File: config.mk
export PLATFORM = sky130hd
export DESIGN_NAME = gmaze_isqrt
export DESIGN_NICKNAME = d
export VERILOG_FILES = /design/src/hdl/gmaze_pkg.sv /design/src/hdl/gmaze_isqrt.sv
export SDC_FILE = /design/constraint.sdc
export NUM_CORES = 1
export LEC_CHECK = 0
export ABC_CLOCK_PERIOD_IN_PS = 13300
export BUFFER_PORTS_ARGS = -buffer_cell sky130_fd_sc_hd__clkbuf_2
export CAP_MARGIN = 20
export CORE_MARGIN = 3
export CORE_UTILIZATION = 65
export CTS_CLUSTER_DIAMETER = 120
export DETAILED_ROUTE_END_ITERATION = 12
export PLACE_DENSITY_LB_ADDON = 0.12
export SYNTH_ARGS = -nofsm -noshare
export SYNTH_HDL_FRONTEND = slang
export SYNTH_SLANG_ARGS = --single-unit
File: constraint.sdc
create_clock -name clk_i -period 13.3 [get_ports clk_i]
set_input_delay 0 -clock clk_i [delete_from_list [all_inputs] [get_ports clk_i]]
set_output_delay 0 -clock clk_i [all_outputs]
set_load 0.03 [all_outputs]
File: src/hdl/gmaze_pkg.sv
`timescale 1ns / 1ps
// gmaze_pkg: shared types and constants of the grid maze route finder
// no dependencies; imported by the heap, the square root unit and the top level

package gmaze_pkg;

  localparam int X_W        = 6;
  localparam int Y_W        = 5;
  localparam int LEN_W      = 12;
  localparam int G_W        = 12;
  localparam int SEQ_W      = 11;
  localparam int SQ_W       = 13;
  localparam int RT_W       = 7;
  localparam int CFG_IDX_W  = 2;
  localparam int CFG_DATA_W = 6;

  localparam logic [1:0] CMD_LOAD   = 2'd0;
  localparam logic [1:0] CMD_SEARCH = 2'd1;
  localparam logic [1:0] CMD_READ   = 2'd2;

  localparam logic [CFG_IDX_W-1:0] CFG_TARGET_X = 2'd0;
  localparam logic [CFG_IDX_W-1:0] CFG_TARGET_Y = 2'd1;

  // way back to the parent cell
  localparam logic [1:0] DIR_UP    = 2'd0;
  localparam logic [1:0] DIR_LEFT  = 2'd1;
  localparam logic [1:0] DIR_DOWN  = 2'd2;
  localparam logic [1:0] DIR_RIGHT = 2'd3;

  typedef struct packed {
    logic [1:0]     command;
    logic [X_W-1:0] cell_x;
    logic [Y_W-1:0] cell_y;
    logic           open_right;
    logic           open_down;
    logic [X_W-1:0] start_x;
    logic [Y_W-1:0] start_y;
  } cmd_t;

  typedef struct packed {
    logic             found;
    logic [LEN_W-1:0] route_length;
    logic [X_W-1:0]   point_x;
    logic [Y_W-1:0]   point_y;
    logic             last_point;
  } res_t;

  // total and seq first: {total, seq} is the ordering key
  typedef struct packed {
    logic [G_W-1:0]   total;
    logic [SEQ_W-1:0] seq;
    logic [X_W-1:0]   x;
    logic [Y_W-1:0]   y;
    logic [G_W-1:0]   g;
  } heap_entry_t;

  typedef struct packed {
    logic clr;
    logic push;
    logic pop;
  } heap_req_t;

  typedef struct packed {
    logic done;
    logic empty;
  } heap_stat_t;

endpackage

File: src/hdl/gmaze_isqrt.sv
`timescale 1ns / 1ps
// gmaze_isqrt: floor(sqrt(dx*dx + dy*dy)), one result bit per cycle
// depends on gmaze_pkg

module gmaze_isqrt (
  input  logic                       clk_i,
  input  logic                       rst_ni,
  input  logic                       start_i,
  input  logic [gmaze_pkg::X_W-1:0]  dx_i,
  input  logic [gmaze_pkg::Y_W-1:0]  dy_i,
  output logic                       done_o,
  output logic [gmaze_pkg::RT_W-1:0] root_o
);
  import gmaze_pkg::*;

  localparam int BIT_W = $clog2(RT_W);
  localparam int TSQ_W = 2 * RT_W;

  logic             busy_q;
  logic             done_q;
  logic [SQ_W-1:0]  sum_q;
  logic [RT_W-1:0]  root_q;
  logic [BIT_W-1:0] bit_q;
  logic [RT_W-1:0]  trial;
  logic [TSQ_W-1:0] trial_sq;

  assign trial    = root_q | (RT_W'(1) << bit_q);
  assign trial_sq = TSQ_W'(trial) * TSQ_W'(trial);

  always_ff @(posedge clk_i or negedge rst_ni) begin
    if (!rst_ni) begin
      busy_q <= 1'b0;
      done_q <= 1'b0;
      sum_q  <= '0;
      root_q <= '0;
      bit_q  <= '0;
    end else begin
      done_q <= 1'b0;
      if (start_i) begin
        sum_q  <= SQ_W'(dx_i) * SQ_W'(dx_i) + SQ_W'(dy_i) * SQ_W'(dy_i);
        root_q <= '0;
        bit_q  <= BIT_W'(RT_W - 1);
        busy_q <= 1'b1;
      end else if (busy_q) begin
        if (trial_sq <= TSQ_W'(sum_q)) begin
          root_q <= trial;
        end
        if (bit_q == '0) begin
          busy_q <= 1'b0;
          done_q <= 1'b1;
        end else begin
          bit_q <= bit_q - 1'b1;
        end
      end
    end
  end

  assign done_o = done_q;
  assign root_o = root_q;

endmodule

==> summary.txt <==
Clock network
  – Max H-tree Level: 1
  – TritonCTS buffer count: 3
  – Worst-Skew Late Latency: 0.28 ns
  – Number of buffers added to fix hold violations after cts: 1
  – # clock sinks: 25
  – Post-cts resize count: 0
  – Number of buffers inserted to repair setup after CTS: 0
  – Clock transition at the register clock pins on the worst setup and hold paths after CTS: 0.10 ns
  – TritonCTS clock tree: done
  – Bufs on Longest Clock Path: 2
  – Clock tree root buffer cell: clkbuf_8

Setup path
  – Sort of element at the end of the critical path: flip-flop
  – Depth of the most critical reg-to-reg path: 29
  – Endpoint required time on the critical path: 13.48 ns
  – Crit path depth: 29
  – Crit path buffers/inverters: 6
  – Endpoint of the worst setup timing path: root_o[3]
  – CP top delay family: adder cells
  – Maximum fanout along the worst path: 6
  – Max stage delay on crit path: 0.53 ns
  – Internal reg-to-reg setup slack: 6.27 ns
  – Cell mode on critical path: inv_1
  – Reg-to-reg endpoint: root_o[3]
  – Worst Setup Start Kind: flip-flop
  – Origin of the critical flop-to-flop path: bit_q[0]
  – Highest-delay cell along the critical path: fa_1
  – Crit path arrival time: 7.22 ns
  – Type of the setup path with the least slack: reg2reg
  – Worst Setup SP: bit_q[0]

Routing
  – DR pass1 iterations: 4
  – Post-detailed-routing wire length: 7840 µm
  – Total number of vias: 3229
  – Wire length per cell: 13.8 µm
  – DRC violations left: 0
  – Detailed Route Iter0 Violations: 149
  – Via density per instance: 5.69
  – Post-route ant nets: 0

Pwr
  – Part of the power in the clock network: 6.8%
  – Peak supply drop: 112 µV
  – Int Pwr: 0.000348 W
  – Net Sw Frac: 51.2%
  – Total power per unit cell area: 162 mW/mm²
  – Part of the power in combinational logic: 76.9%
  – Total power draw: 0.000713 W
  – Psw: 0.000365 W
  – Leak: 2.39 nW
  – Sequential share of power: 16.3%

GRT
  – Pin count of the biggest net entering global routing: 30
  – Initial antenna violation count: 0
  – First-pass GRT wire length: 14200 µm
  – Global Route Usage Sum: 23.3%
  – Vias in the first global route: 3295
  – Remaining global-route overflow: 0

Worst hold path
  – Hold crit path type: in2reg
  – Cell depth of the worst hold path: 3

Synthesis
  – Fraction of synthesized area in multiplexers: 1.29%
  – Share of synthesized cell area in full adder, half adder and majority cells: 41.3%
  – Dominant combinational cell family by area after synthesis: adder cells
  – Count of state elements after synthesis: 25
  – Cell type contributing the most total cell area after synthesis: ha_1
  – Synth warn: 0
  – Post-synth EDFFs: 0
  – Synth async-reset ratio: 100%
  – Mean Syn Cell Area: 8.85 µm²
  – XOR/XNOR share of the synthesized area: 5.24%
  – Basic-gate share of the synthesized area counting and, or, nand and nor cells: 14.7%
  – Total standard cell area after synthesis: 0.00418 mm²
  – Mapped Cells: 472
  – Netlist cell types: 51
  – Fraction of post-synthesis cell area in the top cell type by area: 22.2%
  – Fraction of the yosys area taken by sequential cells: 15.0%
  – Net count after synthesis: 600
  – Most used flip-flop cell after synthesis: dfrtp_1
  – Top post-synthesis cells by area: ha_1, fa_1, dfrtp_1
  – Compound-gate portion of the synthesized area: 13.4%

Layout
  – Diodes inserted: 0
  – Count of filler cells inserted in the layout: 461
  – Fraction of final layout cells with drive strength greater than 1: 7.52%
  – Top library cells by usage in the layout, fill and taps aside: inv_1, ha_1, fa_1
  – Nets: 621
  – Commonest non-fill, non-tap cell in the layout: inv_1
  – Area Overhead vs Synth: 5.51%

STA
  – Normalized max-slew margin: 56.4%
  – Max frequency: 142 MHz
  – Setup skew after layout: 0.00403 ns
  – Hold Vio Cnt, Final: 0
  – Least-Margin Pin Slew: 0.654 ns
  – Final Setup Violations: 0
  – Setup repair after global routing missed its margin: no
  – Summed negative setup slack over all endpoints: 0 ns
  – Max-slew violation total from the final report: 0
  – Final min period: 7.03 ns
  – Fin crit share: 52.9%
  – Setup slack after layout: 6.27 ns

Floorplanning
  – I/O pin cnt: 22
  – Full die area: 0.00743 mm²
  – Die outline height: 86.2 µm
  – Core footprint: 0.00606 mm²
  – Horizontal extent of the die: 86.2 µm
  – Starting Density: 69.0%
  – Placement Rows: 28

Status
  – Run status: finished clean

Place
  – Weighted congestion reported at the end of routability-driven placement: 0.877
  – Worst slack, placed: 6.32 ns
  – Dpl hpwl: 6670 µm
  – Count of buffers from port buffering: 21

Job
  – Total of max-cap violations: 0
[flip-flops by register name, summed over array words and instances (netlist names)]
name	cells
bit_q	3
busy_q	1
done_o	1
root_o	7
sum_q	13
[power groups by stage]
stage	Combinational, W	Clock, W	Sequential [W]
6_report	0.000548	0.0000484	0.000116
3_5_place_dp	0.000544	0	0.000118
5_1_grt	0.000629	0.0000523	0.000119
3_3_place_gp	0.000527	0	0.000117
4_1_cts	0.000550	0.0000480	0.000116
2_1_floorplan	0.000432	0	0.000123
[cells in the mapped netlist, types with 3 or more instances]
master / count
a211oi_1: 4
a21o_1: 7
a21oi_1: 25
and2_1: 23
and3_1: 5
dfrtp_1: 25
fa_1: 40
ha_1: 74
inv_1: 94
mux2_2: 3
nand2_1: 32
nand3_1: 7
nor2_1: 29
nor2b_1: 5
nor3_1: 8
nor4_1: 3
o211ai_1: 3
o21a_1: 3
o21ai_0: 9
o22ai_1: 4
o32ai_1: 7
xnor2_1: 18
xor2_1: 7
[stage by stage]
step           hold WS (ns)  instances  utilization (%)  area [µm²]
3_3_place_gp         0.0322        562             71.8        4350
4_1_cts               0.153        567             72.7        4410
2_1_floorplan        -0.296        472                -        4180
6_report              0.144        567             72.7        4410
3_5_place_dp         0.0469        562             71.8        4350
5_1_grt               0.170        567             72.7        4410
[cell families (layout without fill, tap and decap cells)]
logic type	after synthesis	after routing
simple gates	123	123
fa+ha+maj	114	114
buf+inv	100	120
compound gates	80	80
xor+xnor	25	25
flops	25	25
mux	5	5
[area by class of cell]
cell class                      count  area [µm²]  area share, %
Inverter                           94         353           8.00
Tap cell                           75        93.8           2.13
Sequential cell                    25         626           14.2
Clock inverter                      1        7.51          0.170
Multi-Input combinational cell    347        3170           72.0
Clock buffer                        3        41.3          0.936
Timing Repair Buffer               22         115           2.61
[worst reg2reg max path: cells and delay by family, from the launching register on]
kind	cells	cell delay [ns]
DFF	1	0.42
buffers and inverters	6	0.46
and+or+nand+nor	8	1.78
AOI/OAI and AO/OA	6	1.20
xor gates and xnor gates	2	0.30
adders and majority gates	7	2.78
[how the worst min path moves through the flow]
stage / start / endpoint / slack, ns
6_report: dy_i[0] / sum_q[0] / 0.14
5_1_grt: dy_i[0] / sum_q[0] / 0.17
4_1_cts: dy_i[0] / sum_q[0] / 0.15
3_5_place_dp: rst_ni / sum_q[4] / 0.05
3_3_place_gp: rst_ni / sum_q[4] / 0.03
2_1_floorplan: rst_ni / bit_q[0] / -0.30
[routing by layer]
layer | up-vias | track usage [%] | share of wire, %
met5 | - | 0 | 0
li1 | 1606 | - | -
met2 | 77 | 36.7 | 46
met1 | 1537 | 34.6 | 50
met3 | 9 | 2.47 | 3.4
met4 | 0 | 5.95 | 0.83
(Power assumes the default switching activity.)
